## config.mk

```make
export PLATFORM = sky130hd
export DESIGN_NAME = mwc_random_with_range_unit
export DESIGN_NICKNAME = d
export VERILOG_FILES = /design/src/rtl/mwc_pkg.sv /design/src/rtl/mwc_datapath.sv /design/src/rtl/mwc_ctrl.sv /design/src/rtl/mwc_random_with_range_unit.sv
export SDC_FILE = /design/constraint.sdc
export NUM_CORES = 1
export LEC_CHECK = 0
export ABC_CLOCK_PERIOD_IN_PS = 15400
export BUFFER_PORTS_ARGS = -buffer_cell sky130_fd_sc_hd__buf_2
export CORE_ASPECT_RATIO = 1.25
export CORE_MARGIN = 8
export CORE_UTILIZATION = 61
export DETAILED_ROUTE_END_ITERATION = 8
export GPL_TIMING_DRIVEN = 0
export PLACE_DENSITY_LB_ADDON = 0.12
export SYNTH_ARGS = -nofsm -noshare
export SYNTH_HDL_FRONTEND = slang
export SYNTH_SLANG_ARGS = --single-unit
```

## constraint.sdc

```tcl
create_clock -name clk -period 15.4 [get_ports clk]
set_clock_uncertainty 0.15 [all_clocks]
set_input_delay 2.31 -clock clk [delete_from_list [all_inputs] [get_ports clk]]
set_output_delay 2.31 -clock clk [all_outputs]
set_load 0.01 [all_outputs]
```

## src/rtl/mwc_pkg.sv

```systemverilog
// ----------------------------------------------------------------------------
// mwc_pkg: shared types and constants of the multiply-with-carry generator
// Step constants, seed reset values, register indexes, controller states and
// the command and status groups between controller and datapath.
// ----------------------------------------------------------------------------
`default_nettype none

package mwc_pkg;

  localparam int unsigned DATA_W    = 32;
  localparam int unsigned HALF_W    = 16;
  localparam int unsigned DIV_STEPS = 32;
  localparam int unsigned CNT_W     = 5;
  localparam int unsigned CFG_IDX_W = 1;

  localparam logic [HALF_W-1:0] Z_MUL   = 16'd36969;
  localparam logic [HALF_W-1:0] W_MUL   = 16'd18000;
  localparam logic [DATA_W-1:0] W_RESET = 32'd521288629;
  localparam logic [DATA_W-1:0] Z_RESET = 32'd362436069;

  localparam logic [CFG_IDX_W-1:0] CFG_SEED_W = 1'd0;
  localparam logic [CFG_IDX_W-1:0] CFG_SEED_Z = 1'd1;

  typedef enum logic [1:0] {
    ST_IDLE,
    ST_DIV,
    ST_FINISH
  } state_t;

  typedef struct packed {
    logic load_direct;
    logic start_div;
    logic div_step;
    logic load_div;
  } cmd_t;

  typedef struct packed {
    logic div_needed;
    logic div_last;
  } status_t;

  function automatic logic [DATA_W-1:0] mwc_advance(input logic [DATA_W-1:0] x,
                                                     input logic [HALF_W-1:0] mul);
    logic [DATA_W-1:0] prod;
    prod = DATA_W'(x[HALF_W-1:0]) * DATA_W'(mul);
    return prod + DATA_W'(x[DATA_W-1:HALF_W]);
  endfunction

endpackage

`default_nettype wire

```

## src/rtl/mwc_datapath.sv

```systemverilog
// ----------------------------------------------------------------------------
// mwc_datapath: generator halves, restoring remainder unit, result register
// Holds the w and z halves, advances them on a draw, reduces a ranged draw
// one quotient bit per cycle and keeps the result until it is taken.
// ----------------------------------------------------------------------------
`default_nettype none

module mwc_datapath
  import mwc_pkg::*;
(
  input  wire logic                 clk,
  input  wire logic                 cfg_we,
  input  wire logic [CFG_IDX_W-1:0] cfg_index,
  input  wire logic [DATA_W-1:0]    cfg_wdata,
  input  wire logic                 func,
  input  wire logic [DATA_W-1:0]    lower,
  input  wire logic [DATA_W-1:0]    upper,
  input  wire cmd_t                 cmd,
  output status_t                   status,
  output logic [DATA_W-1:0]         value,
  output logic                      bad_range,
  input  wire logic                 rst_n
);

  logic [DATA_W-1:0] w_r, w_nxt;
  logic [DATA_W-1:0] z_r, z_nxt;
  logic [DATA_W-1:0] w_adv, z_adv, draw;
  logic [DATA_W-1:0] lower_r, span_r, dvd_r, rem_r;
  logic [DATA_W:0]   rem_sh;
  logic [DATA_W:0]   rem_sub;
  logic [CNT_W-1:0]  cnt_r;
  logic [DATA_W-1:0] value_r;
  logic              bad_r;
  logic              advance;

  assign w_adv = mwc_advance(w_r, W_MUL);
  assign z_adv = mwc_advance(z_r, Z_MUL);
  assign draw  = {z_adv[HALF_W-1:0], {HALF_W{1'b0}}} + w_adv;

  assign advance = (cmd.load_direct && !func) || cmd.start_div;

  assign status.div_needed = func && (lower < upper);
  assign status.div_last   = (cnt_r == CNT_W'(DIV_STEPS - 1));

  assign rem_sh  = {rem_r, dvd_r[DATA_W-1]};
  assign rem_sub = rem_sh - {1'b0, span_r};

  always_comb begin
    w_nxt = w_r;
    z_nxt = z_r;
    if (cfg_we) begin
      unique case (cfg_index)
        CFG_SEED_W: w_nxt = cfg_wdata;
        CFG_SEED_Z: if (cfg_wdata != '0) z_nxt = cfg_wdata;
        default: ;
      endcase
    end else if (advance) begin
      w_nxt = w_adv;
      z_nxt = z_adv;
    end
  end

  always_ff @(posedge clk) begin
    if (!rst_n) begin
      w_r <= W_RESET;
      z_r <= Z_RESET;
    end else begin
      w_r <= w_nxt;
      z_r <= z_nxt;
    end
  end

  always_ff @(posedge clk) begin
    if (cmd.start_div) begin
      lower_r <= lower;
      span_r  <= upper - lower;
      dvd_r   <= draw;
      rem_r   <= '0;
      cnt_r   <= '0;
    end else if (cmd.div_step) begin
      dvd_r <= {dvd_r[DATA_W-2:0], 1'b0};
      cnt_r <= cnt_r + CNT_W'(1);
      if (!rem_sub[DATA_W]) rem_r <= rem_sub[DATA_W-1:0];
      else                  rem_r <= rem_sh[DATA_W-1:0];
    end
  end

  always_ff @(posedge clk) begin
    if (cmd.load_direct) begin
      value_r <= func ? lower : draw;
      bad_r   <= func && (lower > upper);
    end else if (cmd.load_div) begin
      value_r <= lower_r + rem_r;
      bad_r   <= 1'b0;
    end
  end

  assign value     = value_r;
  assign bad_range = bad_r;

endmodule

`default_nettype wire

```

## src/rtl/mwc_ctrl.sv

```systemverilog
// ----------------------------------------------------------------------------
// mwc_ctrl: request sequencer
// Accepts one request at a time, runs the remainder steps of a ranged draw
// and owns the result valid flag of the output register.
// ----------------------------------------------------------------------------
`default_nettype none

module mwc_ctrl
  import mwc_pkg::*;
(
  input  wire logic    clk,
  input  wire logic    rst_n,
  input  wire logic    in_tvalid,
  output logic         in_tready,
  output logic         out_tvalid,
  input  wire logic    out_tready,
  input  wire status_t status,
  output cmd_t         cmd
);

  state_t state_r, state_nxt;
  logic   out_valid_r, out_valid_nxt;
  logic   out_free;
  logic   accept;

  assign out_free = !out_valid_r || out_tready;
  assign accept   = in_tvalid && in_tready;

  always_comb begin
    state_nxt = state_r;
    unique case (state_r)
      ST_IDLE:   if (accept && status.div_needed) state_nxt = ST_DIV;
      ST_DIV:    if (status.div_last) state_nxt = ST_FINISH;
      ST_FINISH: if (out_free) state_nxt = ST_IDLE;
      default:   state_nxt = ST_IDLE;
    endcase
  end

  always_comb begin
    in_tready = 1'b0;
    cmd       = '0;
    unique case (state_r)
      ST_IDLE: begin
        in_tready       = out_free;
        cmd.load_direct = accept && !status.div_needed;
        cmd.start_div   = accept && status.div_needed;
      end
      ST_DIV:    cmd.div_step = 1'b1;
      ST_FINISH: cmd.load_div = out_free;
      default: ;
    endcase
  end

  always_comb begin
    out_valid_nxt = out_valid_r && !out_tready;
    if (cmd.load_direct || cmd.load_div) out_valid_nxt = 1'b1;
  end

  always_ff @(posedge clk) begin
    if (!rst_n) begin
      state_r     <= ST_IDLE;
      out_valid_r <= 1'b0;
    end else begin
      state_r     <= state_nxt;
      out_valid_r <= out_valid_nxt;
    end
  end

  assign out_tvalid = out_valid_r;

endmodule

`default_nettype wire

```

## src/rtl/mwc_random_with_range_unit.sv

```systemverilog
// ----------------------------------------------------------------------------
// mwc_random_with_range_unit: dual 16-bit multiply-with-carry generator
// Raw draws, ranged draws in [lower, upper) and degenerate ranges that return
// lower, with seed registers for both halves.
// ----------------------------------------------------------------------------
// Sequence: a raw or degenerate request is registered straight into the output; a ranged
// request runs accept with generator step, 32 restoring remainder steps, final add.
// Throughput: one request per cycle for raw draws while the output is not stalled;
// a ranged draw holds off new requests through the one-bit-per-cycle remainder unit.
// Reset: synchronous, active low; halves return to their seed reset values,
// the output register is emptied and the sequencer goes idle.
`default_nettype none

module mwc_random_with_range_unit
  import mwc_pkg::*;
(
  input  wire logic                 clk,
  input  wire logic                 rst_n,
  input  wire logic                 cfg_we,
  input  wire logic [CFG_IDX_W-1:0] cfg_index,
  input  wire logic [DATA_W-1:0]    cfg_wdata,
  input  wire logic                 in_tvalid,
  output logic                      in_tready,
  input  wire logic [63:0]          in_tdata,  // lower[31:0], upper[63:32]
  input  wire logic [0:0]           in_tuser,  // func[0]
  output logic                      out_tvalid,
  input  wire logic                 out_tready,
  output logic [31:0]               out_tdata, // value[31:0]
  output logic [0:0]                out_tuser  // bad_range[0]
);

  cmd_t    cmd;
  status_t status;

  mwc_ctrl u_ctrl (
    .clk        (clk),
    .rst_n      (rst_n),
    .in_tvalid  (in_tvalid),
    .in_tready  (in_tready),
    .out_tvalid (out_tvalid),
    .out_tready (out_tready),
    .status     (status),
    .cmd        (cmd)
  );

  mwc_datapath u_datapath (
    .clk       (clk),
    .cfg_we    (cfg_we),
    .cfg_index (cfg_index),
    .cfg_wdata (cfg_wdata),
    .func      (in_tuser[0]),
    .lower     (in_tdata[31:0]),
    .upper     (in_tdata[63:32]),
    .cmd       (cmd),
    .status    (status),
    .value     (out_tdata),
    .bad_range (out_tuser[0]),
    .rst_n     (rst_n)
  );

endmodule

`default_nettype wire

```

==> results of run 1 <==
## how the worst max path moves through the flow
stage,end,slack (ns),start,depth (start not counted)
6_report,u_datapath.value[31],6.49,u_datapath.w_r[3],29
3_5_place_dp,u_datapath.value[31],6.70,u_datapath.w_r[3],30
3_3_place_gp,u_datapath.dvd_r[31],6.17,in_tdata[0],15
5_1_grt,u_datapath.value[31],6.12,u_datapath.w_r[3],29
2_1_floorplan,u_datapath.value[31],8.03,u_datapath.w_r[2],29
4_1_cts,u_datapath.value[31],6.66,u_datapath.w_r[3],29
## metal layers
metal | global-route usage, % | routed length [µm]
met1 | 36.6 | 28000
met2 | 53.7 | 34500
met3 | 3.39 | 4050
met4 | 16.9 | 4210
met5 | 0 | 0
## through the flow
step                      hold WS, ns  utilization [%]  cells  cell area (µm²)  setup slack (ns)
after detailed placement        0.319             65.1   3288            24800              6.70
after global routing            0.360             67.4   3336            25700              6.12
after floorplan                 0.286                -   2660            23500              8.03
after CTS                       0.330             67.4   3336            25700              6.66
after global placement          0.305             65.0   3287            24800              6.17
final                           0.325             67.4   3336            25700              6.49
## critical path: cells and delay by family, from the launching register on
family / cells / cell delay (ns)
AO/OA/AOI/OAI: 11 / 2.41
XOR/XNOR: 3 / 1.02
adder cells (fa/ha/maj): 8 / 2.89
flip-flops: 1 / 0.63
AND/OR/NAND/NOR: 7 / 1.57
## sequential cells by signal, indices dropped and copies added, names as in the netlist
| name | count |
|---|---|
| u_datapath.lower_r | 32 |
| u_datapath.w_r | 32 |
| u_datapath.bad_range | 1 |
| u_datapath.dvd_r | 32 |
| u_datapath.span_r | 32 |
| u_datapath.z_r | 32 |
| u_ctrl.out_tvalid | 1 |
| u_ctrl.state_r | 2 |
| u_datapath.cnt_r | 5 |
| u_datapath.rem_r | 32 |
| u_datapath.value | 32 |
## cell families (layout without fill, tap and decap cells)
family | count (synthesis) | after routing
buffers and inverters | 439 | 623
flip-flops | 233 | 233
AO/OA/AOI/OAI | 692 | 692
adder cells (fa/ha/maj) | 469 | 469
multiplexers | 58 | 58
XOR/XNOR | 152 | 152
AND/OR/NAND/NOR | 617 | 617
## layout make-up
cell class | count | area [µm²] | share of cell area, %
Sequential cell | 233 | 5960 | 23.2
Buffer | 73 | 283 | 1.10
Tap cell | 492 | 616 | 2.39
Inverter | 366 | 1370 | 5.34
Clock inverter | 19 | 200 | 0.779
Clock buffer | 29 | 672 | 2.61
Timing Repair Buffer | 136 | 696 | 2.71
Multi-Input combinational cell | 1988 | 15900 | 61.9
## placed cells by master, fill, tap and decap left out, types with 7 or more instances in the layout
cell type and count:
nor2b_1 21, clkbuf_1 67, and2_1 9, o22ai_1 8
a211o_1 7, nand2_1 234, a21boi_0 16, a2111oi_0 7
nand2b_1 34, mux2i_1 42, nor2_1 129, fa_1 91
o21ai_0 194, mux2_2 16, o21bai_1 14, o21a_1 30
or3_1 18, xnor2_1 92, buf_2 138, or2_2 8
a21oi_1 162, a31oi_1 21, ha_1 378, clkbuf_16 26
a21o_1 65, o211ai_1 44, dfxtp_1 104, edfxtp_1 129
inv_1 363, nand4_1 24, nor3_1 30, nor3b_1 9
a211oi_1 25, and3_1 17, o31ai_1 18, xor2_1 60
nor4_1 12, nand3_1 44
==> flow_summary.toml, run 1 <==
[finish]
drive_gt1_share_pct = 8.30
fill_cells = 3158
antennaDiodeCount = 0
syn2layout_area_growth_pct = 9.31
finalNetCount = 3396

[critical_path]
crit_path_start_kind = "flop"
critical_path.endpoint_type = "flop"
critical_path.max_stage_delay_ns = 0.63
crit_top_cell = "ha_1"
r2r_start = "u_datapath.w_r[3]"
crit_fanout = 6
path_class = "flop to flop"
rrSetupSlack_ns = 6.49
r2r-end = "u_datapath.value[31]"
crit_slowest_cell = "dfxtp_1"
cp_data_required_time_ns = 15.57
worstPathArrival_ns = 9.07
r2r_cells = 29

[yosys]
ys_top_cells_by_area = "ha_1 20%, edfxtp_1 16%, dfxtp_1 8.9%, fa_1 7.7%, inv_1 5.8%"
synth_most_common_cell = "ha_1"
synth-simple-area-share_pct = 12.6
syn_avg_cell_area_um2 = 8.84
synth_area_mm2 = 0.0235
syn_inst = 2660
synth_warnings = 0
synth_xor_xnor_area_share_pct = 5.66
synthMuxAreaShare_pct = 2.55
ys_types = 89
synth_edf_count = 129
syn_nets = 3232
async_reset_ff_share_pct = 0
synthFlopType = "edfxtp_1"
ys_seq_elements = 233
yosysSeqAreaShare_pct = 25.3
synth_adder_area_share_pct = 27.9
synth_compound_area_share_pct = 19.0
ys_top_cells_by_count = "378 x ha_1, 363 x inv_1, 234 x nand2_1, 194 x o21ai_0, 162 x a21oi_1"
synth_top_family_by_area = "adder cells"
yosys.area.top_type = "ha_1"
synth.top_cell.area_share_pct = 20.1

[drt]
drtIter0Drc = 1370
viasPerCell = 6.06
route.detailed.drc = 0
dr.pass1.iters = 6
vias = 20209
wl_mm = 70.8
wl_per_cell_um = 21.2
final_antenna_net_count = 0

[min_path]
hold_class = "flop to flop"
worst_hold_startpoint = "u_datapath.cnt_r[4]"
whs_path_depth = 2
min_to = "u_datapath.cnt_r[4]"

[sta]
hold_viol = 0
timing.fmax_mhz = 112
tightest_slew_ns = 1.18
setup_violations = 0
setup_tns_ns = 0
maxSlewViolCount = 0
max-slew-margin-rel_pct = 19.0
rsz0062_at_grt = "false"
fin_crit_ns = 8.91
timing.final.crit_share_pct = 57.8

[grt]
grt_max_degree = 40
grt_pass1_vias = 20665
grt_overflow = 0
grt_pass1_wl_mm = 111
grtUsageTotal_pct = 30.9
antenna_found_initial = 0

[die]
fp-row-count = 80
die_w_um = 192
ioPinCount = 138
die_area_mm2 = 0.0451
initial_utilization_pct = 61.7
die_y_um = 236
coreArea_mm2 = 0.0381

[clock_network]
clk_pin_slew_ns = 0.07
ctsLongestPathBuffers = 3
cts_sinks = 233
cts_tree = "done"
cts_root_buf = "clkbuf_16"
clock_latency_ns = 0.56
htree_levels = 1
cts_setup_buffers = 0
numCtsBuffers = 26
cts.repair.resized = 0
cts_hold_buf = 0

[placement]
port_buffers = 135
place_hpwl_mm = 58.2
gp_congestion = 0.975

[run_status]
status = "complete, no violations"

[run]
max_cap_violations = 0
Power of run 1 is not shown: default switching activity piles up to over one toggle a cycle in this logic, so the estimate is an artifact.
==> inputs of run 2 (changes only) <==
- ABC_CLOCK_PERIOD_IN_PS: 15400 -> 7380
- CORE_UTILIZATION: 61 -> 57
- clock period: 15.4 -> 7.38 ns (I/O delays scaled with it)
==> flow_summary.toml, run 2 (synthesis results as in run 1) <==
[drt]
final_antenna_net_count = 0
dr.pass1.iters = 5
vias = 20510
wl_mm = 71.7
viasPerCell = 5.95
route.detailed.drc = 0
drtIter0Drc = 1247
wl_per_cell_um = 20.8

[sta]
layout_setup_ws_ns = -0.0533
max-slew-margin-rel_pct = 18.0
timing.fmax_mhz = 135
setup_tns_ns = -0.0621
fin_crit_ns = 7.43
timing.final.crit_share_pct = 101
rsz0062_at_grt = "true"
tightest_slew_ns = 1.23
maxSlewViolCount = 0
setup_violations = 2
hold_viol = 0

[critical_path]
cp_data_required_time_ns = 7.53
worstPathArrival_ns = 7.58
critical_path.max_stage_delay_ns = 0.56
critical_path.endpoint_type = "flop"
crit_slowest_cell = "fa_1"
crit_fanout = 6
path_class = "flop to flop"
crit_top_cell = "ha_4"
crit_path_start_kind = "flop"

[clock_network]
cts_sinks = 233
clk_pin_slew_ns = 0.06
numCtsBuffers = 27
cts_tree = "done"
ctsLongestPathBuffers = 3
cts_root_buf = "clkbuf_16"
clock_latency_ns = 0.56
htree_levels = 1

[grt]
grtUsageTotal_pct = 29.0
grt_pass1_wl_mm = 111
antenna_found_initial = 1
grt_pass1_vias = 20622
grt_overflow = 0
grt_max_degree = 42

[placement]
port_buffers = 135
gp_congestion = 0.957
place_ws_ns = -1.39
place_hpwl_mm = 57.2

[run_status]
status = "complete, but fails checks"
violations = "setup timing"

[die]
initial_utilization_pct = 57.5
coreArea_mm2 = 0.0409
die_w_um = 198
ioPinCount = 138
fp-row-count = 83
die_area_mm2 = 0.0480
die_y_um = 243

[finish]
finalNetCount = 3445
drive_gt1_share_pct = 13.5
fill_cells = 3444
final_common_cell = "inv_1"
final_cell_mix = "360 x inv_1, 347 x ha_1, 231 x nand2_1, 188 x o21ai_0, 157 x a21oi_1"
syn2layout_area_growth_pct = 15.1

[run]
max_cap_violations = 0

[min_path]
hold_class = "flop to flop"
==> run 2: per-stage QoR <==
step,instance area (µm²),std cells,utilization [%],hold WS (ns)
4_1_cts,26600,3427,64.9,0.320
3_5_place_dp,24900,3349,60.9,0.310
6_report,27100,3448,66.1,0.322
2_1_floorplan,23500,2660,-,0.286
5_1_grt,27100,3447,66.1,0.352
3_3_place_gp,24900,3347,60.8,0.304
==> run 2: routing by layer <==
metal,global-route usage (%),vias to the layer above,wire (µm)
met5,0,-,41
met4,11.8,2,3300
met3,3.46,173,4150
met2,51.6,699,35200
met1,34.9,9810,29000
li1,-,9826,-
==> run 2: worst paths after layout <==
check	from	to	slack [ns]	cells past startpoint
hold reg to reg	u_datapath.cnt_r[4]	u_datapath.cnt_r[4]	0.32	2
setup / recovery	u_datapath.w_r[2]	u_datapath.value[31]	-0.05	29
setup reg to reg	u_datapath.w_r[2]	u_datapath.value[31]	-0.05	29
hold / removal	u_datapath.cnt_r[4]	u_datapath.cnt_r[4]	0.32	2
==> run 2: repair_timing <==
| item | CTS | global route |
|---|---|---|
| pin swaps | 36 | 30 |
| endpoints found under the setup margin | 20 | 11 |
| gates resized for setup | 92 | 61 |
| hold buffers | 0 | 0 |
| setup buffers | 28 | 20 |
==> run 2: critical path, delay by kind of cell (launching register included) <==
kind / cells / cell delay, ns
buf+inv: 2 / 0.36
flops: 1 / 0.39
compound gates: 8 / 1.61
fa+ha+maj: 8 / 2.45
simple gates: 8 / 1.62
xor+xnor: 3 / 0.57
==> run 2: area by class of cell <==
class	count	area, µm²	area share, %
diodes	2	5.00	0.0185
plain buffers	72	282	1.04
clock buffers	40	841	3.11
clock inverters	10	116	0.430
inverters	366	1370	5.08
multi-input cells	1988	16700	61.6
flip-flops and latches	233	6000	22.2
well taps	552	691	2.55
repair buffers	185	1080	3.98
Power of run 2 is left out for the same reason.
